### config.mk
export PLATFORM = sky130hd
export DESIGN_NAME = joystick_gesture_decoder_unit
export DESIGN_NICKNAME = d
export VERILOG_FILES = /design/src/hw/rtl/jgd_pkg.sv /design/src/hw/rtl/jgd_classify.sv /design/src/hw/rtl/joystick_gesture_decoder_unit.sv
export SDC_FILE = /design/constraint.sdc
export NUM_CORES = 1
export LEC_CHECK = 0
export BUFFER_PORTS_ARGS = -buffer_cell sky130_fd_sc_hd__buf_2
export CORE_ASPECT_RATIO = 1.5
export CORE_MARGIN = 2
export CORE_UTILIZATION = 40
export CTS_CLUSTER_DIAMETER = 60
export CTS_CLUSTER_SIZE = 40
export DETAILED_ROUTE_END_ITERATION = 6
export GPL_TIMING_DRIVEN = 0
export PLACE_DENSITY = 0.59
export REMOVE_ABC_BUFFERS = 1
export SLEW_MARGIN = 0
export SYNTH_ARGS = -nofsm -noshare
export SYNTH_HDL_FRONTEND = slang
export SYNTH_HIERARCHICAL = 1
export SYNTH_SLANG_ARGS = --single-unit
### constraint.sdc
create_clock -name clk_i -period 10.7 [get_ports clk_i]
set_clock_uncertainty 0.15 [all_clocks]
set_input_delay 0 -clock clk_i [delete_from_list [all_inputs] [get_ports clk_i]]
set_output_delay 0 -clock clk_i [all_outputs]
set_load 0.01 [all_outputs]
### src/hw/rtl/jgd_pkg.sv
`timescale 1ns / 1ps

package jgd_pkg;

  localparam int unsigned SampleW = 10;
  localparam int unsigned TickW   = 16;
  localparam int unsigned DelayW  = 16;
  localparam int unsigned LevelW  = 10;
  localparam int unsigned SumW    = 11;
  // common width for comparing a tick count against a 16-bit interval
  localparam int unsigned CmpW    = (TickW > DelayW) ? TickW : DelayW;

  localparam int unsigned CfgIdxW  = 3;
  localparam int unsigned CfgDataW = 16;
  localparam int unsigned PosW     = 3;
  localparam int unsigned EvW      = 4;

  localparam int unsigned InW     = 2 * SampleW + 1;
  localparam int unsigned InBytes = (InW + 7) / 8;
  localparam int unsigned InTW    = 8 * InBytes;
  localparam int unsigned OutW     = EvW + PosW;
  localparam int unsigned OutBytes = (OutW + 7) / 8;
  localparam int unsigned OutTW    = 8 * OutBytes;

  typedef enum logic [PosW-1:0] {
    PosCentre = 3'd0,
    PosUp     = 3'd1,
    PosDown   = 3'd2,
    PosLeft   = 3'd3,
    PosRight  = 3'd4
  } pos_e;

  typedef enum logic [EvW-1:0] {
    EvNone  = 4'd0,
    EvClick = 4'd9
  } ev_e;

  localparam logic [EvW-1:0] HoldOffset = 4'd4;

  typedef enum logic [CfgIdxW-1:0] {
    RegDebounce = 3'd0,
    RegHold     = 3'd1,
    RegCentre   = 3'd2,
    RegDeadX    = 3'd3,
    RegDeadY    = 3'd4,
    RegDiagSum  = 3'd5
  } reg_e;

  typedef struct packed {
    logic [LevelW-1:0] centre_level;
    logic [LevelW-1:0] dead_zone_x;
    logic [LevelW-1:0] dead_zone_y;
    logic [SumW-1:0]   diagonal_sum;
  } stick_cfg_t;

endpackage

### src/hw/rtl/jgd_classify.sv
`timescale 1ns / 1ps

module jgd_classify (
  input  logic [jgd_pkg::SampleW-1:0] x_i,
  input  logic [jgd_pkg::SampleW-1:0] y_i,
  input  jgd_pkg::stick_cfg_t         cfg_i,
  output jgd_pkg::pos_e               pos_o
);

  localparam int unsigned DW = (jgd_pkg::SampleW > jgd_pkg::LevelW) ?
                               jgd_pkg::SampleW : jgd_pkg::LevelW;

  logic [DW-1:0] x_w, y_w, c_w;
  logic [DW-1:0] dist_x, dist_y;
  logic [DW:0]   sum_xy;
  logic [DW:0]   diag_w;
  logic          in_dead, left_up;

  always_comb begin
    x_w    = DW'(x_i);
    y_w    = DW'(y_i);
    c_w    = DW'(cfg_i.centre_level);
    dist_x = (x_w > c_w) ? x_w - c_w : c_w - x_w;
    dist_y = (y_w > c_w) ? y_w - c_w : c_w - y_w;
    sum_xy = {1'b0, x_w} + {1'b0, y_w};
    diag_w = (DW + 1)'(cfg_i.diagonal_sum);
    in_dead = (dist_x < DW'(cfg_i.dead_zone_x)) && (dist_y < DW'(cfg_i.dead_zone_y));
    left_up = sum_xy < diag_w;

    if (in_dead) begin
      pos_o = jgd_pkg::PosCentre;
    end else if (y_w > x_w) begin
      pos_o = left_up ? jgd_pkg::PosLeft : jgd_pkg::PosDown;
    end else begin
      pos_o = left_up ? jgd_pkg::PosUp : jgd_pkg::PosRight;
    end
  end

endmodule

### src/hw/rtl/joystick_gesture_decoder_unit.sv
`timescale 1ns / 1ps

// Joystick gesture decoder. Each input beat is one timer tick (x sample, y sample,
// active-low button) and gives exactly one output beat (event, current position).
// The block takes one beat per clock: the tick is decoded against the stored state in
// the accepting cycle and the result lands in an output register; a new beat is taken
// whenever that register is empty or being drained, so throughput is one tick per cycle.
// Events: 0 none, 1-4 tap up/down/left/right, 5-8 hold up/down/left/right, 9 click.
// Configuration writes are accepted at any time on the cfg port (index 0 debounce,
// 1 hold time, 2 centre, 3/4 dead zone x/y, 5 diagonal sum) but should only be issued
// while no ticks are in flight.
module joystick_gesture_decoder_unit (
  input  logic                         clk_i,
  input  logic                         rst_ni,
  // cfg write channel
  input  logic                         cfg_valid_i,
  output logic                         cfg_ready_o,
  input  logic [jgd_pkg::CfgIdxW-1:0]  cfg_index_i,
  input  logic [jgd_pkg::CfgDataW-1:0] cfg_data_i,
  // tick stream in
  input  logic                         s_axis_tvalid,
  output logic                         s_axis_tready,
  input  logic [jgd_pkg::InTW-1:0]     s_axis_tdata,  // x_sample, y_sample, button_level
  // result stream out
  output logic                         m_axis_tvalid,
  input  logic                         m_axis_tready,
  output logic [jgd_pkg::OutTW-1:0]    m_axis_tdata   // event_res, position
);

  localparam int unsigned SW = jgd_pkg::SampleW;
  localparam int unsigned TW = jgd_pkg::TickW;
  localparam int unsigned CW = jgd_pkg::CmpW;

  // configuration
  logic [jgd_pkg::DelayW-1:0] debounce_q, hold_time_q;
  jgd_pkg::stick_cfg_t        stick_cfg_q;

  // decoder state
  jgd_pkg::pos_e  cur_pos_q, cur_pos_d;
  jgd_pkg::pos_e  prev_pos_q, prev_pos_d;
  logic [TW-1:0]  tsu_q, tsu_d;
  logic [TW-1:0]  tsc_q, tsc_d;
  logic           hold_rep_q, hold_rep_d;
  logic           last_btn_q, last_btn_d;

  // output register
  logic                       out_valid_q;
  logic [jgd_pkg::EvW-1:0]    ev_q, ev_d;
  jgd_pkg::pos_e              out_pos_q;

  logic [SW-1:0]  x_in, y_in;
  logic           btn_in;
  logic           in_fire;
  logic [TW-1:0]  tsu_inc, tsc_inc, tsc_chg;
  logic           do_update;
  jgd_pkg::pos_e  cls_pos;

  assign cfg_ready_o   = 1'b1;
  assign s_axis_tready = !out_valid_q || m_axis_tready;
  assign in_fire       = s_axis_tvalid && s_axis_tready;

  assign x_in   = s_axis_tdata[SW-1:0];
  assign y_in   = s_axis_tdata[2*SW-1:SW];
  assign btn_in = s_axis_tdata[2*SW];

  jgd_classify u_classify (
    .x_i   (x_in),
    .y_i   (y_in),
    .cfg_i (stick_cfg_q),
    .pos_o (cls_pos)
  );

  always_comb begin
    tsu_inc   = (tsu_q == '1) ? tsu_q : tsu_q + 1'b1;
    tsc_inc   = (tsc_q == '1) ? tsc_q : tsc_q + 1'b1;
    do_update = CW'(tsu_inc) > CW'(debounce_q);

    cur_pos_d  = cur_pos_q;
    prev_pos_d = cur_pos_q;
    tsu_d      = tsu_inc;
    tsc_d      = tsc_inc;
    hold_rep_d = hold_rep_q;
    last_btn_d = last_btn_q;
    ev_d       = jgd_pkg::EvNone;
    tsc_chg    = tsc_inc;

    if (do_update) begin
      tsu_d = '0;
      if (last_btn_q && !btn_in) begin
        // press edge: click, position left alone
        last_btn_d = 1'b0;
        prev_pos_d = prev_pos_q;
        ev_d       = jgd_pkg::EvClick;
      end else begin
        last_btn_d = btn_in;
        cur_pos_d  = cls_pos;
        tsc_chg    = (cls_pos != prev_pos_q) ? '0 : tsc_inc;
        tsc_d      = tsc_chg;
        prev_pos_d = cls_pos;
        if (CW'(tsc_chg) > CW'(hold_time_q)) begin
          tsc_d      = '0;
          hold_rep_d = 1'b1;
          ev_d       = (cls_pos != jgd_pkg::PosCentre) ?
                       jgd_pkg::EvW'({1'b0, cls_pos}) + jgd_pkg::HoldOffset :
                       jgd_pkg::EvNone;
        end else if (cls_pos == jgd_pkg::PosCentre) begin
          if (prev_pos_q != jgd_pkg::PosCentre && !hold_rep_q) begin
            // tap for the direction just released
            ev_d = jgd_pkg::EvW'({1'b0, prev_pos_q});
          end else begin
            hold_rep_d = 1'b0;
          end
        end
      end
    end
  end

  always_ff @(posedge clk_i or negedge rst_ni) begin
    if (!rst_ni) begin
      debounce_q               <= 16'd50;
      hold_time_q              <= 16'd1000;
      stick_cfg_q.centre_level <= 10'd500;
      stick_cfg_q.dead_zone_x  <= 10'd100;
      stick_cfg_q.dead_zone_y  <= 10'd150;
      stick_cfg_q.diagonal_sum <= 11'd1000;
    end else if (cfg_valid_i) begin
      unique case (cfg_index_i)
        jgd_pkg::RegDebounce: debounce_q <= cfg_data_i;
        jgd_pkg::RegHold:     hold_time_q <= cfg_data_i;
        jgd_pkg::RegCentre:   stick_cfg_q.centre_level <= cfg_data_i[jgd_pkg::LevelW-1:0];
        jgd_pkg::RegDeadX:    stick_cfg_q.dead_zone_x <= cfg_data_i[jgd_pkg::LevelW-1:0];
        jgd_pkg::RegDeadY:    stick_cfg_q.dead_zone_y <= cfg_data_i[jgd_pkg::LevelW-1:0];
        jgd_pkg::RegDiagSum:  stick_cfg_q.diagonal_sum <= cfg_data_i[jgd_pkg::SumW-1:0];
        default: ;
      endcase
    end
  end

  always_ff @(posedge clk_i or negedge rst_ni) begin
    if (!rst_ni) begin
      cur_pos_q  <= jgd_pkg::PosCentre;
      prev_pos_q <= jgd_pkg::PosCentre;
      tsu_q      <= '0;
      tsc_q      <= '0;
      hold_rep_q <= 1'b0;
      last_btn_q <= 1'b1;
    end else if (in_fire) begin
      cur_pos_q  <= cur_pos_d;
      prev_pos_q <= prev_pos_d;
      tsu_q      <= tsu_d;
      tsc_q      <= tsc_d;
      hold_rep_q <= hold_rep_d;
      last_btn_q <= last_btn_d;
    end
  end

  always_ff @(posedge clk_i or negedge rst_ni) begin
    if (!rst_ni) begin
      out_valid_q <= 1'b0;
    end else if (s_axis_tready) begin
      out_valid_q <= s_axis_tvalid;
    end
  end

  always_ff @(posedge clk_i) begin
    if (in_fire) begin
      ev_q      <= ev_d;
      out_pos_q <= cur_pos_d;
    end
  end

  assign m_axis_tvalid = out_valid_q;
  assign m_axis_tdata  = jgd_pkg::OutTW'({out_pos_q, ev_q});

endmodule

==> reports/metrics.csv, run 1 <==
metric;value;unit
grt total ovfl;0;
Yosys cell types;77;
CP top delay family;compound AO/OA/AOI/OAI gates;
Max clock buf depth;2;
GP Congestion;0.852;
register area;3100;um^2
DP Cell Count;1384;
Setup crit start kind;flop;
first-pass GRT wire length;38900;um
Vias;7600;
Seq/Total Area, Yosys;32.4;%
endpoint type of the worst setup path;flop;
H-tree Lvls;4;
clk slew on worst S/H paths;0.06;ns
Layout Cell Area excl Fill;10900;um^2
CTS hold repair buffers;26;
Final min period;8.06;ns
Starting Density;40.6;%
max incr delay on CP;0.61;ns
Worst path slowest cell;o211ai_1;
Pleak;5.13;nW
hold wc startpoint;cfg_index_i[2];
Final setup viols;0;
number of max-cap violations;0;
critical path cell sequence;inv_1, fa_1, a21o_1, a221oi_2, o21ai_0, o211ai_1, mux2i_1, xor2_1, ha_1, a211oi_1, a21oi_1, o21a_1, nor3_1, nor2b_1, xnor2_1, nand3_1, nor3_1, ha_1, nand4_1, nor2_1, or4_1, o21ai_4, a21oi_4, a221oi_2;
Layout area overhead;14.3;%
vias in the first global route;7743;
ANT cells;0;
footprint of the multi-input gates;5840;um^2
worst r2r src;stick_cfg_q[32];
die area;25200;um^2
drt first-iter violations;337;
Power Total;0.00222;W
Hold EP;stick_cfg_q[11];
final std cells w/o fill;1442;
Yosys reg bits;121;
PortBufs;53;
Placed Area;10100;um^2
hold_ws;0.00702;ns
Core Area;23600;um^2
largest net degree at the start of global routing;71;
fin crit share;75.4;%
EDFF count, synth;7;
number of top-level pins;59;
Worst IR Drop VDD;109;uV
CP Max Fanout;16;
CTS buffer count;17;
min-delay worst type;input pin to flop;
Post-Syn Area;9580;um^2
overall routing resource usage;19.6;%
Vias/cell;5.27;
critical path type;flop to flop;
hpwl dp;18100;um
reg2reg end;tsc_q[8];
Root Buffer;clkbuf_16;
status;complete, no violations;
Yosys warning total;6;
Cells after Synth;1047;
flop-to-flop setup slack;2.64;ns
main flop type after synthesis;dfrtp_1;
WL per Instance;16.4;um
drt pass-1 iters;5;
Fillers;2274;
Final Hold Vio Count;0;
row count;69;
Async SR Flop Fraction;94.2;%
clock sinks;121;
postcts setup bufs;0;
setup tns final;0;ns
initial antenna violation count;0;
final antenna-violating net count;0;
die width;130;um
Pins Over Slew Limit;0;
CTS tree;yes;
Avg Cell Area, Syn;9.15;um^2
Worst Tran Pin Value;1.32;ns
worst hold path depth;4;
FMAX;0.124;GHz
PD cells;202;nW/um^2
RSZ-0062 raised after global routing;no;
Reg2Reg Depth;24;
Residual DRC;0;
Worst slew margin;11.6;%
Worst EP arrival;8.24;ns
clk_lat worst skew;0.41;ns
Final nets;1283;
floorplan die height;194;um
post-CTS sizing;0;
WP buf/inv;1;
fraction of layout cells with a size suffix above 1;16.8;%
Worst Path Required;10.87;ns
final wirelength;23600;um
-- stage by stage --
| stage | worst slack (ns) | util (%) |
|---|---|---|
| final | 2.64 | 46.4 |
| after global routing | 2.13 | 46.4 |
| after CTS | 2.59 | 46.4 |
| after detailed placement | 2.63 | 42.7 |
| after global placement | 2.65 | 42.5 |
| after floorplan | 4.38 | - |
-- cells in the mapped netlist, types with 14 or more instances --
library cell    n  area share, %
o21ai_0        70            3.7
nand2_1        97            3.8
xor2_1         19            1.7
mux2_2         51            6.0
nor3_1         15           0.78
a21oi_1        76            4.0
dfrtp_1        85             22
dfstp_2        29            8.0
xnor2_1        25            2.3
ha_1          120             16
nand4_1        14           0.91
nor2_1         51            2.0
nand3_1        22            1.1
nand2b_1       16            1.0
mux2i_1        22            2.3
a21o_1         26            2.0
inv_1         112            4.4
clkbuf_1       18           0.71
-- state kept, by name (all words and copies together), names as in the netlist, 3 cells and up --
| signal | flops |
|---|---|
| stick_cfg_q | 41 |
| debounce_q | 16 |
| hold_time_q | 16 |
| tsc_q | 16 |
| tsu_q | 16 |
| ev_q | 4 |
| cur_pos_q | 3 |
| out_pos_q | 3 |
| prev_pos_q | 3 |
-- metal layers --
layer / track usage (%) / routed length (um) / up-vias / part of all wire, %
met2: 37.2 / 13000 / 130 / 55
met1: 21.6 / 9410 / 3637 / 40
met3: 1.85 / 465 / 37 / 2.0
li1: - / - / 3796 / -
met4: 8.16 / 791 / 0 / 3.3
met5: 0 / 0 / - / 0
-- layout make-up --
cell class	count	area share [%]
inverters	112	3.84
flip-flops and latches	121	28.3
repair buffers	81	5.37
clock buffers	19	4.24
clock inverters	13	1.28
well taps	319	3.65
multi-input cells	777	53.3
-- worst max-delay path by stage --
stage	startpoint	endpoint	slack [ns]	depth (start not counted)
2_1_floorplan	stick_cfg_q[32]	ev_q[2]	4.38	24
3_3_place_gp	stick_cfg_q[32]	tsc_q[8]	2.65	25
3_5_place_dp	stick_cfg_q[32]	tsc_q[4]	2.63	24
4_1_cts	stick_cfg_q[32]	tsc_q[15]	2.59	24
5_1_grt	stick_cfg_q[32]	tsc_q[2]	2.13	24
6_report	stick_cfg_q[32]	tsc_q[8]	2.64	24
-- cell usage in the layout, fill, tap and decap left out, types with 12 or more instances in the layout --
cell type,netlist,final
nand4_1,14,14
ha_1,120,120
nor2_1,51,51
mux2i_1,22,22
a21oi_1,76,76
dlygate4sd3_1,0,25
xnor2_1,25,25
xor2_1,19,19
inv_1,112,111
buf_2,6,52
a21o_1,26,26
nor3_1,15,15
nand2b_1,16,16
o21ai_0,70,70
a31oi_1,12,12
dfstp_2,29,29
dfrtp_1,85,85
nand2_1,97,97
clkbuf_16,0,18
nand3_1,22,22
mux2_2,51,51
-- logic make-up (layout without fill, tap and decap cells) --
kind of cell | Yosys count | after routing | share of synthesized area [%]
xor gates and xnor gates | 44 | 44 | 4.02
adders and majority gates | 125 | 125 | 16.7
buffers and inverters | 149 | 225 | 6.75
AOI/OAI and AO/OA | 254 | 254 | 16.5
other | 2 | 2 | 0.0784
muxes | 73 | 73 | 8.30
DFF | 121 | 121 | 32.4
and+or+nand+nor | 279 | 279 | 15.2
-- power breakdown --
group	switching [W]	internal (W)
Clock	0.000220	0.000364
Combinational	0.000547	0.000409
Sequential	0.0000868	0.000588
Total	0.000854	0.00136
-- worst min-delay path, delay by kind of cell --
kind	cells	cell delay [ns]
buffers and inverters	1	0.11
AND/OR/NAND/NOR	2	0.18
multiplexers	1	0.24
No activity file was read; power rests on OpenSTA's default activity.
==> run 2: changes to the inputs <==
Settings changed: ABC_AREA set to 1.
Clock period 10.7 ns to 8.45 ns, I/O delays scaled along.
==> run 2 against run 1 <==
Global-route usage up 1.4 points. First-iteration DRC count up 23%. Register-to-register slack worse by 0.91 ns. Worst setup slack worse by 0.91 ns. Die area up 8.6%. Sequential cell count unchanged. Sequential share of layout area down 1.9 points. Synthesized area up 8.8%. Critical path type unchanged. Count of clock-buffer cells in the layout up 2. Non-clock buffer count down 7.
==> reports/metrics.csv, run 2 <==
metric;value;unit;change
final wirelength;27500;um;+16%
mux contribution to synthesized area;0;%;-8.3 points
Worst IR Drop VDD;143;uV;+31%
EDFF count, synth;7;;unchanged
Reg2Reg Depth;27;;+13%
Setup crit start kind;flop;;
Final Hold Vio Count;0;;unchanged
Yosys reg bits;121;;unchanged
clk_lat worst skew;0.42;ns;about the same
critical path type;flop to flop;;
die area;27400;um^2;+8.6%
Worst Tran Pin Value;1.00;ns;-0.319 ns
FMAX;0.149;GHz;+20%
GP Congestion;0.893;;+4.9%
fin crit share;79.6;%;+4.2 points
PortBufs;53;;unchanged
die width;136;um;+4.2%
simple-gate share of the synthesized area;29.5;%;+14 points
Vias;9403;;+24%
PD cells;242;nW/um^2;+20%
vias in the first global route;9530;;+23%
drt pass-1 iters;5;;unchanged
Seq/Total Area, Yosys;29.7;%;-2.6 points
area share of xor/xnor cells in the synthesized design;3.52;%;-0.51 points
Async SR Flop Fraction;94.2;%;unchanged
Top reg by flops;stick_cfg_q;;
commonest cells after routing, fill and taps aside;nand2_1 (492), inv_1 (231), ha_1 (120);;
dominant cell type by area after synthesis;dfrtp_1;;
post-synth top area share;20.4;%;-1.8 points
initial antenna violation count;0;;unchanged
Worst slew margin;33.1;%;+21 points
overall routing resource usage;20.9;%;+1.4 points
first-pass GRT wire length;45400;um;+17%
Avg Cell Area, Syn;6.86;um^2;-25%
register area;3100;um^2;unchanged
H-tree Lvls;4;;unchanged
RSZ-0062 raised after global routing;no;;
Final nets;1747;;+36%
CTS buffer count;17;;unchanged
min-delay worst type;input pin to asynchronous set/reset pin;;
clock sinks;121;;unchanged
fraction of layout cells with a size suffix above 1;10.9;%;-5.9 points
hpwl dp;21200;um;+17%
final antenna-violating net count;0;;unchanged
status;complete, no violations;;
Post-Syn Area;10400;um^2;+8.8%
number of max-cap violations;0;;unchanged
Root Buffer;clkbuf_16;;
endpoint type of the worst setup path;flop;;
main flop type after synthesis;dfrtp_1;;
Pleak;6.30;nW;+23%
Cells after Synth;1519;;+45%
Core Area;25700;um^2;+8.9%
Final setup viols;0;;unchanged
Layout area overhead;12.7;%;
Residual DRC;0;;unchanged
WL per Instance;14.3;um;-13%
row count;72;;+4.3%
most frequent cell after synthesis;nand2_1;;
Pins Over Slew Limit;0;;unchanged
Worst Path Required;8.42;ns;-2.45 ns
DP Worst Slack;1.70;ns;-0.932 ns
footprint of the multi-input gates;6180;um^2;+6.0%
setup tns final;0;ns;unchanged
commonest non-fill, non-tap cell in the layout;nand2_1;;
Fillers;2648;;+16%
Vias/cell;4.90;;-7.1%
Worst EP arrival;6.70;ns;-1.54 ns
largest net degree at the start of global routing;61;;-14%
Max clock buf depth;2;;unchanged
top post-synthesis cells by area;dfrtp_1 (20%), nand2_1 (18%), ha_1 (14%);;
Yosys cell types;40;;-48%
Adder-Cell Fraction of Synth Area;15.4;%;-1.4 points
grt total ovfl;0;;unchanged
clk slew on worst S/H paths;0.06;ns;about the same
largest family of logic cells by synthesized area;simple AND/OR/NAND/NOR gates;;
floorplan die height;202;um;+4.2%
CTS tree;yes;;
Final min period;6.73;ns;-1.34 ns
drt first-iter violations;415;;+23%
complex-gate fraction of the synthesized area;10.9;%;-5.7 points
final worst setup slack;1.72;ns;-0.913 ns
Yosys warning total;6;;unchanged
max FFs per register;41;;unchanged
number of top-level pins;59;;unchanged
ANT cells;0;;unchanged
Starting Density;40.6;%;about the same
CP Max Fanout;22;;+6
Synth top cells by count;nand2_1 (492), inv_1 (231), ha_1 (120);;
[run 2: cell types whose count changed after synthesis, moves of 15 or more]
cell      before  now
a21o_1        26    4
a21oi_1       76   54
inv_1        112  231
inv_2          0   15
mux2_2        51    0
mux2i_1       22    0
nand2_1       97  492
nand2b_1      16    0
nand3_1       22  103
nor2_1        51   79
o21ai_0       70   93
o21ai_1        4   32
[run 2: kinds of logic (layout without fill, tap and decap cells)]
kind of cell,count (synthesis),count (layout)
and+or+nand+nor,737,737
buffers and inverters,286,354
DFF,121,121
AOI/OAI and AO/OA,207,207
other,2,2
adders and majority gates,125,125
xor gates and xnor gates,41,41
[run 2: area by class of cell]
| cell class | count | share of cell area, % |
|---|---|---|
| multi-input combinational | 1112 | 52.7 |
| sequential | 121 | 26.4 |
| inverter | 248 | 7.92 |
| timing repair buffer | 74 | 4.34 |
| clock buffer | 21 | 3.92 |
| tap | 333 | 3.55 |
| clock inverter | 11 | 1.24 |
[run 2: per-layer routing]
layer	track usage (%)	share of wire (%)
met1	21.9	40
met4	9.82	4.3
met2	40.4	54
met5	0	0
met3	2.60	2.1
[run 2: path summary, 6_finish.rpt]
path / slack [ns] / from / to
worst min-delay path: 0.11 / rst_ni / stick_cfg_q[27]
worst max-delay path: 1.72 / stick_cfg_q[32] / ev_q[2]
max in group asynchronous: 7.63 / rst_ni / stick_cfg_q[12]
min in group clk_i: 0.14 / cfg_index_i[0] / stick_cfg_q[26]
worst min register to register: 0.33 / stick_cfg_q[20] / stick_cfg_q[20]
worst max register to register: 1.72 / stick_cfg_q[32] / ev_q[2]
[run 2: report_power, final]
part           internal [W]  leakage (nW)  switching, W
clock network      0.000479         0.289      0.000274
logic              0.000444          4.54      0.000819
registers          0.000728          1.47     0.0000993
total               0.00165          6.30       0.00119
[run 2: timing repair]
action	CTS	global route
gates resized for setup	0	0
setup buffers	0	0
hold buffers	20	0
endpoints found under the hold margin	179	0
[run 2: per-stage QoR]
| stage | utilization [%] | area (um^2) | cells | hold slack, ns | total power, W |
|---|---|---|---|---|---|
| global placement | 42.4 | 10900 | 1867 | 0.111 | 0.00206 |
| finish | 45.8 | 11700 | 1920 | 0.108 | 0.00284 |
| detailed placement | 42.6 | 10900 | 1868 | -0.154 | 0.00209 |
| floorplan | - | 10200 | 1481 | -0.446 | 0.00174 |
| global route | 45.8 | 11700 | 1920 | 0.140 | 0.00311 |
| CTS | 45.8 | 11700 | 1920 | 0.0935 | 0.00287 |
[run 2: worst max-delay path: stages, from the launching register on]
cell and delay, ns:
dfrtp_1 0.57, inv_1 0.26, fa_1 0.53, nand3_1 0.12, nand3_1 0.09, nand2_2 0.27, inv_1 0.15, nand3_1 0.09
nand2_1 0.07, ha_1 0.29, a21oi_1 0.13, nor2_1 0.05, nor3_1 0.14, nand3_1 0.23, nor2_1 0.26, nor2_1 0.15
xnor2_1 0.22, nand3_2 0.46, a21oi_2 0.35, ha_1 0.30, a21oi_1 0.14, o21ai_0 0.10, a21oi_1 0.21, nand2_1 0.08
nand2_1 0.63, inv_1 0.21, nand2_1 0.10, a21oi_1 0.07
